File: src/rtl/grdith_pkg.sv
package grdith_pkg;

  // Field widths
  localparam int unsigned DATA_W = 16;
  localparam int unsigned TIDX_W = 6;

  // Item kinds
  localparam logic OP_PIXEL       = 1'b0;
  localparam logic OP_TABLE_WRITE = 1'b1;

  // Luma weights 0.21 / 0.72 / 0.07 as ceil(w * 2^LUMA_FRAC); the rounding
  // error stays below 1/100 over the whole channel range, so the top bits
  // of the product equal floor(w * channel) exactly.
  localparam int unsigned LUMA_FRAC = 24;
  localparam logic [LUMA_FRAC-1:0] LUMA_K_R = 24'd3523216;
  localparam logic [LUMA_FRAC-1:0] LUMA_K_G = 24'd12079596;
  localparam logic [LUMA_FRAC-1:0] LUMA_K_B = 24'd1174406;

  // Depth of the queue between front and back
  localparam int unsigned QUEUE_DEPTH = 4;

endpackage

File: src/rtl/grdith_in_if.sv
interface grdith_in_if;
  import grdith_pkg::*;

  logic              valid;
  logic              ready;
  logic              operation;
  logic [DATA_W-1:0] red;
  logic [DATA_W-1:0] green;
  logic [DATA_W-1:0] blue;
  logic              start_of_frame;
  logic [TIDX_W-1:0] table_index;
  logic [DATA_W-1:0] table_value;

  modport source (
    output valid, operation, red, green, blue, start_of_frame, table_index, table_value,
    input  ready
  );
  modport sink (
    input  valid, operation, red, green, blue, start_of_frame, table_index, table_value,
    output ready
  );
endinterface

File: src/rtl/grdith_out_if.sv
interface grdith_out_if;
  import grdith_pkg::*;

  logic              valid;
  logic              ready;
  logic [DATA_W-1:0] grey;

  modport source (output valid, grey, input ready);
  modport sink (input valid, grey, output ready);
endinterface

File: src/rtl/grdith_cfg_if.sv
interface grdith_cfg_if;
  import grdith_pkg::*;

  logic              valid;
  logic              ready;
  logic [DATA_W-1:0] image_width;

  modport source (output valid, image_width, input ready);
  modport sink (input valid, image_width, output ready);
endinterface

File: src/rtl/grdith_ram.sv
module grdith_ram #(
  parameter int unsigned WIDTH = 16,
  parameter int unsigned DEPTH = 64
) (
  input  logic                     clk,
  input  logic                     wr_en,
  input  logic [$clog2(DEPTH)-1:0] wr_addr,
  input  logic [WIDTH-1:0]         wr_data,
  input  logic                     rd_en,
  input  logic [$clog2(DEPTH)-1:0] rd_addr,
  output logic [WIDTH-1:0]         rd_data
);
  logic [WIDTH-1:0] mem_r [DEPTH];
  logic [WIDTH-1:0] rd_data_r;

  // One write port, one registered read port
  always_ff @(posedge clk) begin
    if (wr_en) begin
      mem_r[wr_addr] <= wr_data;
    end
    if (rd_en) begin
      rd_data_r <= mem_r[rd_addr];
    end
  end

  assign rd_data = rd_data_r;
endmodule

File: src/rtl/grdith_fifo.sv
module grdith_fifo #(
  parameter int unsigned WIDTH = 23,
  parameter int unsigned DEPTH = 4
) (
  input  logic             clk,
  input  logic             rst_n,
  input  logic             push_valid,
  output logic             push_ready,
  input  logic [WIDTH-1:0] push_data,
  output logic             pop_valid,
  input  logic             pop_ready,
  output logic [WIDTH-1:0] pop_data
);
  localparam int unsigned PW = $clog2(DEPTH);

  logic [WIDTH-1:0] mem_r [DEPTH];
  logic [PW-1:0]    wr_ptr_r, wr_ptr_nxt;
  logic [PW-1:0]    rd_ptr_r, rd_ptr_nxt;
  logic [PW:0]      count_r, count_nxt;
  logic             push, pop;

  assign push_ready = (count_r != (PW+1)'(DEPTH));
  assign pop_valid  = (count_r != '0);
  assign pop_data   = mem_r[rd_ptr_r];
  assign push       = push_valid && push_ready;
  assign pop        = pop_valid && pop_ready;

  // Pointer and fill bookkeeping
  always_comb begin
    wr_ptr_nxt = push ? wr_ptr_r + PW'(1) : wr_ptr_r;
    rd_ptr_nxt = pop ? rd_ptr_r + PW'(1) : rd_ptr_r;
    count_nxt  = count_r;
    if (push && !pop) begin
      count_nxt = count_r + (PW+1)'(1);
    end else if (pop && !push) begin
      count_nxt = count_r - (PW+1)'(1);
    end
  end

  always_ff @(posedge clk) begin
    if (!rst_n) begin
      wr_ptr_r <= '0;
      rd_ptr_r <= '0;
      count_r  <= '0;
    end else begin
      wr_ptr_r <= wr_ptr_nxt;
      rd_ptr_r <= rd_ptr_nxt;
      count_r  <= count_nxt;
    end
  end

  // Entry storage
  always_ff @(posedge clk) begin
    if (push) begin
      mem_r[wr_ptr_r] <= push_data;
    end
  end
endmodule

File: src/rtl/grdith_front.sv
module grdith_front #(
  parameter int unsigned ORDER_LOG2 = 3
) (
  input  logic                                     clk,
  input  logic                                     rst_n,
  grdith_in_if.sink                                in_px,
  input  logic [grdith_pkg::DATA_W-1:0]            image_width,
  output logic                                     q_valid,
  input  logic                                     q_ready,
  output logic [2*ORDER_LOG2+grdith_pkg::DATA_W:0] q_data
);
  import grdith_pkg::*;

  localparam int unsigned AW = 2 * ORDER_LOG2;
  localparam int unsigned PW = DATA_W + LUMA_FRAC;

  logic                  accept, is_pixel;
  logic [DATA_W-1:0]     col_r, col_nxt, col_base;
  logic [ORDER_LOG2-1:0] row_r, row_nxt, row_base;
  logic [DATA_W:0]       limit, col_inc;
  logic [AW-1:0]         item_addr;
  logic [PW-1:0]         prod_r, prod_g, prod_b;

  logic                  f1_v_r, f1_v_nxt;
  logic                  f1_op_r;
  logic [AW-1:0]         f1_addr_r;
  logic [DATA_W-1:0]     f1_tval_r;
  logic [DATA_W-1:0]     f1_lr_r, f1_lg_r, f1_lb_r;
  logic [DATA_W-1:0]     lum;
  logic [3:0]            nib;
  logic [DATA_W-1:0]     grey;

  assign in_px.ready = !f1_v_r || q_ready;
  assign accept      = in_px.valid && in_px.ready;
  assign is_pixel    = (in_px.operation == OP_PIXEL);

  // Raster position; start of frame restarts it before the pixel is used
  assign col_base = in_px.start_of_frame ? '0 : col_r;
  assign row_base = in_px.start_of_frame ? '0 : row_r;
  assign limit    = (image_width == '0) ? {1'b1, {DATA_W{1'b0}}} : {1'b0, image_width};
  assign col_inc  = {1'b0, col_base} + (DATA_W+1)'(1);

  always_comb begin
    col_nxt = col_r;
    row_nxt = row_r;
    if (accept && is_pixel) begin
      if (col_inc >= limit) begin
        col_nxt = '0;
        row_nxt = row_base + ORDER_LOG2'(1);
      end else begin
        col_nxt = col_inc[DATA_W-1:0];
        row_nxt = row_base;
      end
    end
  end

  // Table address: threshold cell for a pixel, target entry for a write
  assign item_addr = is_pixel ? {row_base, col_base[ORDER_LOG2-1:0]}
                              : AW'(in_px.table_index);

  // Weighted channels, one multiplier per channel
  assign prod_r = in_px.red * LUMA_K_R;
  assign prod_g = in_px.green * LUMA_K_G;
  assign prod_b = in_px.blue * LUMA_K_B;

  assign f1_v_nxt = in_px.ready ? accept : f1_v_r;

  always_ff @(posedge clk) begin
    if (!rst_n) begin
      col_r  <= '0;
      row_r  <= '0;
      f1_v_r <= 1'b0;
    end else begin
      col_r  <= col_nxt;
      row_r  <= row_nxt;
      f1_v_r <= f1_v_nxt;
    end
  end

  always_ff @(posedge clk) begin
    if (accept) begin
      f1_op_r   <= in_px.operation;
      f1_addr_r <= item_addr;
      f1_tval_r <= in_px.table_value;
      f1_lr_r   <= prod_r[PW-1:LUMA_FRAC];
      f1_lg_r   <= prod_g[PW-1:LUMA_FRAC];
      f1_lb_r   <= prod_b[PW-1:LUMA_FRAC];
    end
  end

  // Luma sum and quantised grey: top three bits, low bit of nibble cleared
  assign lum  = f1_lr_r + f1_lg_r + f1_lb_r;
  assign nib  = {lum[DATA_W-1 -: 3], 1'b0};
  assign grey = {nib, nib, nib, nib};

  assign q_valid = f1_v_r;
  assign q_data  = {f1_op_r, f1_addr_r, (f1_op_r == OP_TABLE_WRITE) ? f1_tval_r : grey};
endmodule

File: src/rtl/grdith_back.sv
module grdith_back #(
  parameter int unsigned ORDER_LOG2 = 3
) (
  input  logic                                     clk,
  input  logic                                     rst_n,
  input  logic                                     q_valid,
  output logic                                     q_ready,
  input  logic [2*ORDER_LOG2+grdith_pkg::DATA_W:0] q_data,
  grdith_out_if.source                             out_px
);
  import grdith_pkg::*;

  localparam int unsigned AW = 2 * ORDER_LOG2;

  logic              q_op;
  logic [AW-1:0]     q_addr;
  logic [DATA_W-1:0] q_val;
  logic              pop, rd_en, wr_en;
  logic              out_free, out_load, b1_free;
  logic [DATA_W-1:0] thresh;

  logic              b1_v_r, b1_v_nxt;
  logic [DATA_W-1:0] b1_grey_r;
  logic              out_v_r, out_v_nxt;
  logic [DATA_W-1:0] out_grey_r;

  // Queue head
  assign q_op   = q_data[DATA_W+AW];
  assign q_addr = q_data[DATA_W +: AW];
  assign q_val  = q_data[DATA_W-1:0];

  // Stage flow: output register, then lookup stage, then queue pop
  assign out_free = !out_v_r || out_px.ready;
  assign out_load = b1_v_r && out_free;
  assign b1_free  = !b1_v_r || out_load;
  assign q_ready  = b1_free;
  assign pop      = q_valid && b1_free;
  assign rd_en    = pop && (q_op == OP_PIXEL);
  assign wr_en    = pop && (q_op == OP_TABLE_WRITE);

  grdith_ram #(
    .WIDTH (DATA_W),
    .DEPTH (1 << AW)
  ) u_thresh (
    .clk     (clk),
    .wr_en   (wr_en),
    .wr_addr (q_addr),
    .wr_data (q_val),
    .rd_en   (rd_en),
    .rd_addr (q_addr),
    .rd_data (thresh)
  );

  assign b1_v_nxt  = b1_free ? rd_en : b1_v_r;
  assign out_v_nxt = out_free ? b1_v_r : out_v_r;

  always_ff @(posedge clk) begin
    if (!rst_n) begin
      b1_v_r  <= 1'b0;
      out_v_r <= 1'b0;
    end else begin
      b1_v_r  <= b1_v_nxt;
      out_v_r <= out_v_nxt;
    end
  end

  // Grey passes only if strictly above its threshold
  always_ff @(posedge clk) begin
    if (rd_en) begin
      b1_grey_r <= q_val;
    end
    if (out_load) begin
      out_grey_r <= (b1_grey_r > thresh) ? b1_grey_r : '0;
    end
  end

  assign out_px.valid = out_v_r;
  assign out_px.grey  = out_grey_r;
endmodule

File: src/rtl/grey_ordered_dither_top.sv
// Result path: front register, queue, lookup stage, output register; stalls hold a beat.
// Throughput: one item per clock while out_px.ready allows; the per-channel luma multipliers,
// the queue and the threshold RAM (one write port, one read port) each take one item a cycle.
// Reset (synchronous, rst_n low): pipeline and queue emptied, raster position cleared,
// image width set to 1. The threshold table is not cleared and holds garbage until written.
module grey_ordered_dither_top #(
  parameter int unsigned MATRIX_ORDER_LOG2 = 3
) (
  input  logic         clk,
  input  logic         rst_n,
  grdith_in_if.sink    in_px,
  grdith_out_if.source out_px,
  grdith_cfg_if.sink   cfg_wr
);
  import grdith_pkg::*;

  localparam int unsigned EW = 2 * MATRIX_ORDER_LOG2 + DATA_W + 1;

  logic [DATA_W-1:0] image_width_r, image_width_nxt;
  logic              fe_valid, fe_ready;
  logic [EW-1:0]     fe_data;
  logic              be_valid, be_ready;
  logic [EW-1:0]     be_data;

  // Width register, always writable
  assign cfg_wr.ready    = 1'b1;
  assign image_width_nxt = cfg_wr.valid ? cfg_wr.image_width : image_width_r;

  always_ff @(posedge clk) begin
    if (!rst_n) begin
      image_width_r <= DATA_W'(1);
    end else begin
      image_width_r <= image_width_nxt;
    end
  end

  grdith_front #(
    .ORDER_LOG2 (MATRIX_ORDER_LOG2)
  ) u_front (
    .clk         (clk),
    .rst_n       (rst_n),
    .in_px       (in_px),
    .image_width (image_width_r),
    .q_valid     (fe_valid),
    .q_ready     (fe_ready),
    .q_data      (fe_data)
  );

  grdith_fifo #(
    .WIDTH (EW),
    .DEPTH (QUEUE_DEPTH)
  ) u_queue (
    .clk        (clk),
    .rst_n      (rst_n),
    .push_valid (fe_valid),
    .push_ready (fe_ready),
    .push_data  (fe_data),
    .pop_valid  (be_valid),
    .pop_ready  (be_ready),
    .pop_data   (be_data)
  );

  grdith_back #(
    .ORDER_LOG2 (MATRIX_ORDER_LOG2)
  ) u_back (
    .clk     (clk),
    .rst_n   (rst_n),
    .q_valid (be_valid),
    .q_ready (be_ready),
    .q_data  (be_data),
    .out_px  (out_px)
  );

`ifndef SYNTH
  // A passing grey is one nibble, low bit clear, in all four places
  a_grey_form: assert property (@(posedge clk) disable iff (!rst_n)
    out_px.valid |-> (out_px.grey[12] == 1'b0) &&
                     (out_px.grey[15:12] == out_px.grey[11:8]) &&
                     (out_px.grey[11:8] == out_px.grey[7:4]) &&
                     (out_px.grey[7:4] == out_px.grey[3:0]))
    else $error("grey result not a replicated quantised nibble");

  // Reset leaves nothing in flight
  a_reset_empty: assert property (@(posedge clk)
    !rst_n |=> !out_px.valid && !fe_valid && !be_valid)
    else $error("pipeline not empty after reset");
`endif
endmodule
File: src/flat_wrapper.sv
// flat-port wrapper written by rule: the top's interface ports become plain ports
module grey_ordered_dither_top_flat import grdith_pkg::*;
#(
  parameter int unsigned MATRIX_ORDER_LOG2 = 3
)
  (clk, rst_n, in_px_valid, in_px_operation, in_px_red, in_px_green, in_px_blue, in_px_start_of_frame, in_px_table_index, in_px_table_value, in_px_ready, out_px_valid, out_px_grey, out_px_ready, cfg_wr_valid, cfg_wr_image_width, cfg_wr_ready);
  grdith_in_if in_px_i ();
  grdith_out_if out_px_i ();
  grdith_cfg_if cfg_wr_i ();
  input  logic clk;
  input  logic rst_n;
  input wire logic [$bits(in_px_i.valid)-1:0] in_px_valid;
  input wire logic [$bits(in_px_i.operation)-1:0] in_px_operation;
  input wire logic [$bits(in_px_i.red)-1:0] in_px_red;
  input wire logic [$bits(in_px_i.green)-1:0] in_px_green;
  input wire logic [$bits(in_px_i.blue)-1:0] in_px_blue;
  input wire logic [$bits(in_px_i.start_of_frame)-1:0] in_px_start_of_frame;
  input wire logic [$bits(in_px_i.table_index)-1:0] in_px_table_index;
  input wire logic [$bits(in_px_i.table_value)-1:0] in_px_table_value;
  output wire logic [$bits(in_px_i.ready)-1:0] in_px_ready;
  output wire logic [$bits(out_px_i.valid)-1:0] out_px_valid;
  output wire logic [$bits(out_px_i.grey)-1:0] out_px_grey;
  input wire logic [$bits(out_px_i.ready)-1:0] out_px_ready;
  input wire logic [$bits(cfg_wr_i.valid)-1:0] cfg_wr_valid;
  input wire logic [$bits(cfg_wr_i.image_width)-1:0] cfg_wr_image_width;
  output wire logic [$bits(cfg_wr_i.ready)-1:0] cfg_wr_ready;
  assign in_px_i.valid = in_px_valid;
  assign in_px_i.operation = in_px_operation;
  assign in_px_i.red = in_px_red;
  assign in_px_i.green = in_px_green;
  assign in_px_i.blue = in_px_blue;
  assign in_px_i.start_of_frame = in_px_start_of_frame;
  assign in_px_i.table_index = in_px_table_index;
  assign in_px_i.table_value = in_px_table_value;
  assign in_px_ready = in_px_i.ready;
  assign out_px_valid = out_px_i.valid;
  assign out_px_grey = out_px_i.grey;
  assign out_px_i.ready = out_px_ready;
  assign cfg_wr_i.valid = cfg_wr_valid;
  assign cfg_wr_i.image_width = cfg_wr_image_width;
  assign cfg_wr_ready = cfg_wr_i.ready;
  grey_ordered_dither_top #(.MATRIX_ORDER_LOG2(MATRIX_ORDER_LOG2)) u_core (.clk(clk), .rst_n(rst_n), .in_px(in_px_i), .out_px(out_px_i), .cfg_wr(cfg_wr_i));
endmodule
File: config.mk
export PLATFORM = sky130hd
export DESIGN_NAME = grey_ordered_dither_top_flat
export DESIGN_NICKNAME = d
export VERILOG_FILES = /design/src/rtl/grdith_pkg.sv /design/src/rtl/grdith_in_if.sv /design/src/rtl/grdith_out_if.sv /design/src/rtl/grdith_cfg_if.sv /design/src/rtl/grdith_ram.sv /design/src/rtl/grdith_fifo.sv /design/src/rtl/grdith_front.sv /design/src/rtl/grdith_back.sv /design/src/rtl/grey_ordered_dither_top.sv /design/src/flat_wrapper.sv
export SDC_FILE = /design/constraint.sdc
export NUM_CORES = 2
export LEC_CHECK = 0
export BUFFER_PORTS_ARGS = -buffer_cell sky130_fd_sc_hd__clkbuf_2
export CAP_MARGIN = 20
export CORE_MARGIN = 2
export CORE_UTILIZATION = 42
export DETAILED_ROUTE_END_ITERATION = 8
export PLACE_DENSITY_LB_ADDON = 0.25
export SETUP_SLACK_MARGIN = 0.5
export SYNTH_ARGS = -nofsm -noshare
export SYNTH_HDL_FRONTEND = slang
export SYNTH_SLANG_ARGS = --single-unit
File: constraint.sdc
create_clock -name clk -period 10.12 [get_ports clk]
set_clock_uncertainty 0.15 [all_clocks]
set_input_delay 2.53 -clock clk [delete_from_list [all_inputs] [get_ports clk]]
set_output_delay 2.53 -clock clk [all_outputs]
set_load 0.01 [all_outputs]
==> metrics.yaml <==
sta:
  fmax_mhz: 125
  hold_viol: 0
  fin_crit_sh_pct: 79.0
  setup_viol: 0
  slew_headroom_pct: 26.4
  finalSetupTns_ns: 0
  fin_crit_ns: 7.99
  worstMarginPinSlew_ns: 1.09
  grt_setup_unrepaired: "no"
  maxSlewViolCount: 0
critical_path:
  critPathCaptureType: "flop"
  cp.arrival_ns: 8.31
  critPathLaunchType: "input pin"
  crit_slowest_cell: "a311oi_1"
  worstPathMaxFanout: 6
  path_cells: "clkbuf_2 > fa_1 > fa_1 > inv_1 > fa_1 > fa_1 > inv_1 > fa_1 > inv_1 > fa_1 > inv_1 > ha_1 > nand4_1 > nor2_1 > o211a_1 > o21ai_0 > a311oi_1 > a21boi_0 > xnor2_1"
  crit_type: "input pin to flop"
  required_ns: 10.43
  ff2ff_setup_slack_ns: 4.29
  crit_top_cell: "fa_1"
  cp_slowest_stage_delay_ns: 0.75
layout:
  multi_input_area_um2: 23600
  layout-drive-gt1-share_pct: 11.1
  seq_area_um2: 37900
  finish.utilization_pct: 47.2
  syn_to_final_growth_pct: 12.0
  fin_nets: 5470
  n_fill_cell: 13200
synthesis:
  synth_edf_count: 1230
  ys_ff_latch: 1277
  syn_area_um2: 63900
  synth_area_leaders: "edfxtp_1 58%, ha_1 9.7%, fa_1 9.4%"
  syn_nets: 5250
  synth_top_area_cell: "edfxtp_1"
  synth-main-ff-cell: "edfxtp_1"
  synth_cells: 4362
  seq_area_frac_synth_pct: 59.3
  synth_top_area_share_pct: 57.8
  ys.warnings.count: 0
  async_flop_share_pct: 0
  avgSynthCellArea_um2: 14.7
  synth.distinct_cells: 77
drt:
  via_per_inst: 5.63
  highest_layer: "met5"
  wl_mm: 170
  dr_wl_met2_mm: 81.7
  drt-pass1-iter-count: 5
  wl_met1_mm: 70.7
  dr_wl_met3_mm: 13.4
  antenna_left: 0
  vias: 37800
  post-route-drc-count: 0
  wl_per_cell_um: 25.3
  drt-initial-drc-count: 4034
floorplanning:
  core_area_um2: 152000
  die_h_um: 394
  ios: 112
  rows: 143
  start_util_pct: 42.2
  die_x_um: 394
  design.die.area_um2: 155000
clocking:
  clkSinkCount: 1277
  ctsHoldBuffers: 0
  cts_buffers: 132
  ctsResizeCount: 0
  clk_pin_slew_ns: 0.06
  htreeDepth: 4
  cts.path.max_buffers: 3
  clock_latency_ns: 0.75
  clock-root-buffer: "clkbuf_16"
  cts_tree: "built"
  cts_setup_buffers: 0
placement:
  dp_hpwl_mm: 109
  port-buffer-count: 110
  routabilityCongestion: 0.883
global_routing:
  grt_pass1_vias: 38000
  grt_max_degree: 72
  antenna_found_initial: 12
  track_usage_pct: 21.7
  grt_overflow: 0
  grt_pass1_wl_mm: 251
run_status:
  status: "finished clean"
power_and_ir_drop:
  ir_worst_vdd_mv: 0.183
  p_per_area_nw_per_um2: 306
  p_leak_nw: 27.1
worst_hold_path:
  hp-class: "flop to flop"
job:
  timing.max_cap.violations: 0
## per-layer routing
metal | vias up | track usage (%)
li1 | 16800 | -
met1 | 19200 | 29.7
met2 | 1522 | 36.0
met3 | 233 | 3.85
met4 | 10 | 5.41
met5 | - | 0
## sequential cells by signal, indices dropped and copies added, names as in the netlist, 2 cells and up, named ones only
register,cells
u_core.u_back.u_thresh.mem_r,1024
u_core.u_queue.rd_ptr_r,2
u_core.u_back.u_thresh.rd_data,16
u_core.u_back.b1_grey_r,16
u_core.u_queue.count_r,3
u_core.u_queue.wr_ptr_r,2
u_core.u_front.f1_lr_r,14
u_core.u_front.col_r,16
u_core.u_front.f1_lb_r,13
u_core.u_front.f1_tval_r,16
u_core.u_front.row_r,3
u_core.u_front.f1_lg_r,16
u_core.u_front.f1_addr_r,6
u_core.image_width_r,16
u_core.u_back.out_px.grey,16
u_core.u_queue.mem_r,92
## where the power goes
part	total [mW]	internal [mW]	switching, mW
sequential	7.34	7.18	0.164
clock	4.57	2.60	1.97
combinational	10.0	3.52	6.48
total	21.9	13.3	8.62
## critical path: cells and delay by family
family	cells	cell delay, ns
AND/OR/NAND/NOR	2	0.32
AO/OA/AOI/OAI	4	1.42
buffers and inverters	5	0.40
XOR/XNOR	1	0.19
adder cells (fa/ha/maj)	7	3.44
## final cells by class
cell class | count | area share [%]
diodes | 2 | 0.00699
clock buffers | 172 | 5.00
clock inverters | 62 | 0.642
inverters | 494 | 2.59
multi-input cells | 2430 | 33.0
flip-flops and latches | 1277 | 52.9
well taps | 2030 | 3.55
repair buffers | 247 | 2.32
## layout by cell type (no fill, tap or decap), drive strengths merged, types with 8 or more instances in the layout
master  Yosys  layout
buf        86     137
dfxtp      47      47
and2       18      18
a22oi     255     255
or2        10      10
a22o       32      32
a221oi     84      84
a21oi     152     152
inv       494     499
nor3       35      35
a41oi      36      36
a31oi      45      45
o22ai      17      17
mux2i      64      64
nand4      28      28
fa        300     300
nor2b      36      36
a21boi     22      22
nand2     183     183
xnor2      38      38
xor2       18      18
a222oi      8       8
nor4       16      16
nor2      163     163
nand3      49      49
ha        495     495
or3        10      10
mux2       20      20
mux4       44      44
nand2b     14      14
edfxtp   1230    1230
o21ai      58      58
clkbuf     75     282
clkinv      0      50
a21o       51      51
and3       13      13
o21a       16      16
## stage by stage
stage,instance area [µm²],hold slack (ns),total power [mW],std cells,worst slack (ns)
5_1_grt,71600,0.359,23.3,6712,1.75
6_report,71600,0.331,21.9,6714,2.13
2_1_floorplan,63900,0.305,13.9,4362,2.24
3_5_place_dp,67500,0.327,17.4,6475,1.38
4_1_cts,71500,0.335,22.0,6709,2.15
3_3_place_gp,67500,0.323,17.3,6474,1.42
## path summary, 6_finish.rpt
| check | cells past startpoint | end | startpoint |
|---|---|---|---|
| worst min-delay path | 2 | u_core.u_front.col_r[1] | u_core.u_front.col_r[1] |
| worst max-delay path | 19 | u_core.u_front.f1_lg_r[11] | in_px_green[10] |
| worst max register to register | 11 | u_core.u_back.u_thresh.rd_data[14] | flop |
| worst min register to register | 2 | u_core.u_front.col_r[1] | u_core.u_front.col_r[1] |
## kinds of logic after synthesis
family | count (synthesis) | synth area share (%)
adders and majority gates | 795 | 19.1
buffers and inverters | 655 | 4.02
xor gates and xnor gates | 56 | 0.767
other | 1 | 0.00587
AOI/OAI and AO/OA | 850 | 9.51
DFF | 1277 | 59.3
muxes | 128 | 2.90
and+or+nand+nor | 600 | 4.46
## cell usage after synthesis, types with 17 or more instances
cell type / number
edfxtp_1: 1230
ha_1: 495
inv_1: 494
fa_1: 300
a22oi_1: 255
nand2_1: 183
nor2_1: 160
a21oi_1: 152
a221oi_1: 83
clkbuf_1: 75
mux2i_1: 64
buf_2: 58
o21ai_0: 57
a21o_1: 51
nand3_1: 49
dfxtp_1: 47
a31oi_1: 45
mux4_2: 44
xnor2_1: 38
a41oi_1: 36
nor2b_1: 36
nor3_1: 34
a22o_1: 32
nand4_1: 28
buf_1: 22
a21boi_0: 21
mux2_2: 20
and2_1: 18
xor2_1: 18
o22ai_1: 17
Note: power is estimated with default switching activity, not from simulation.
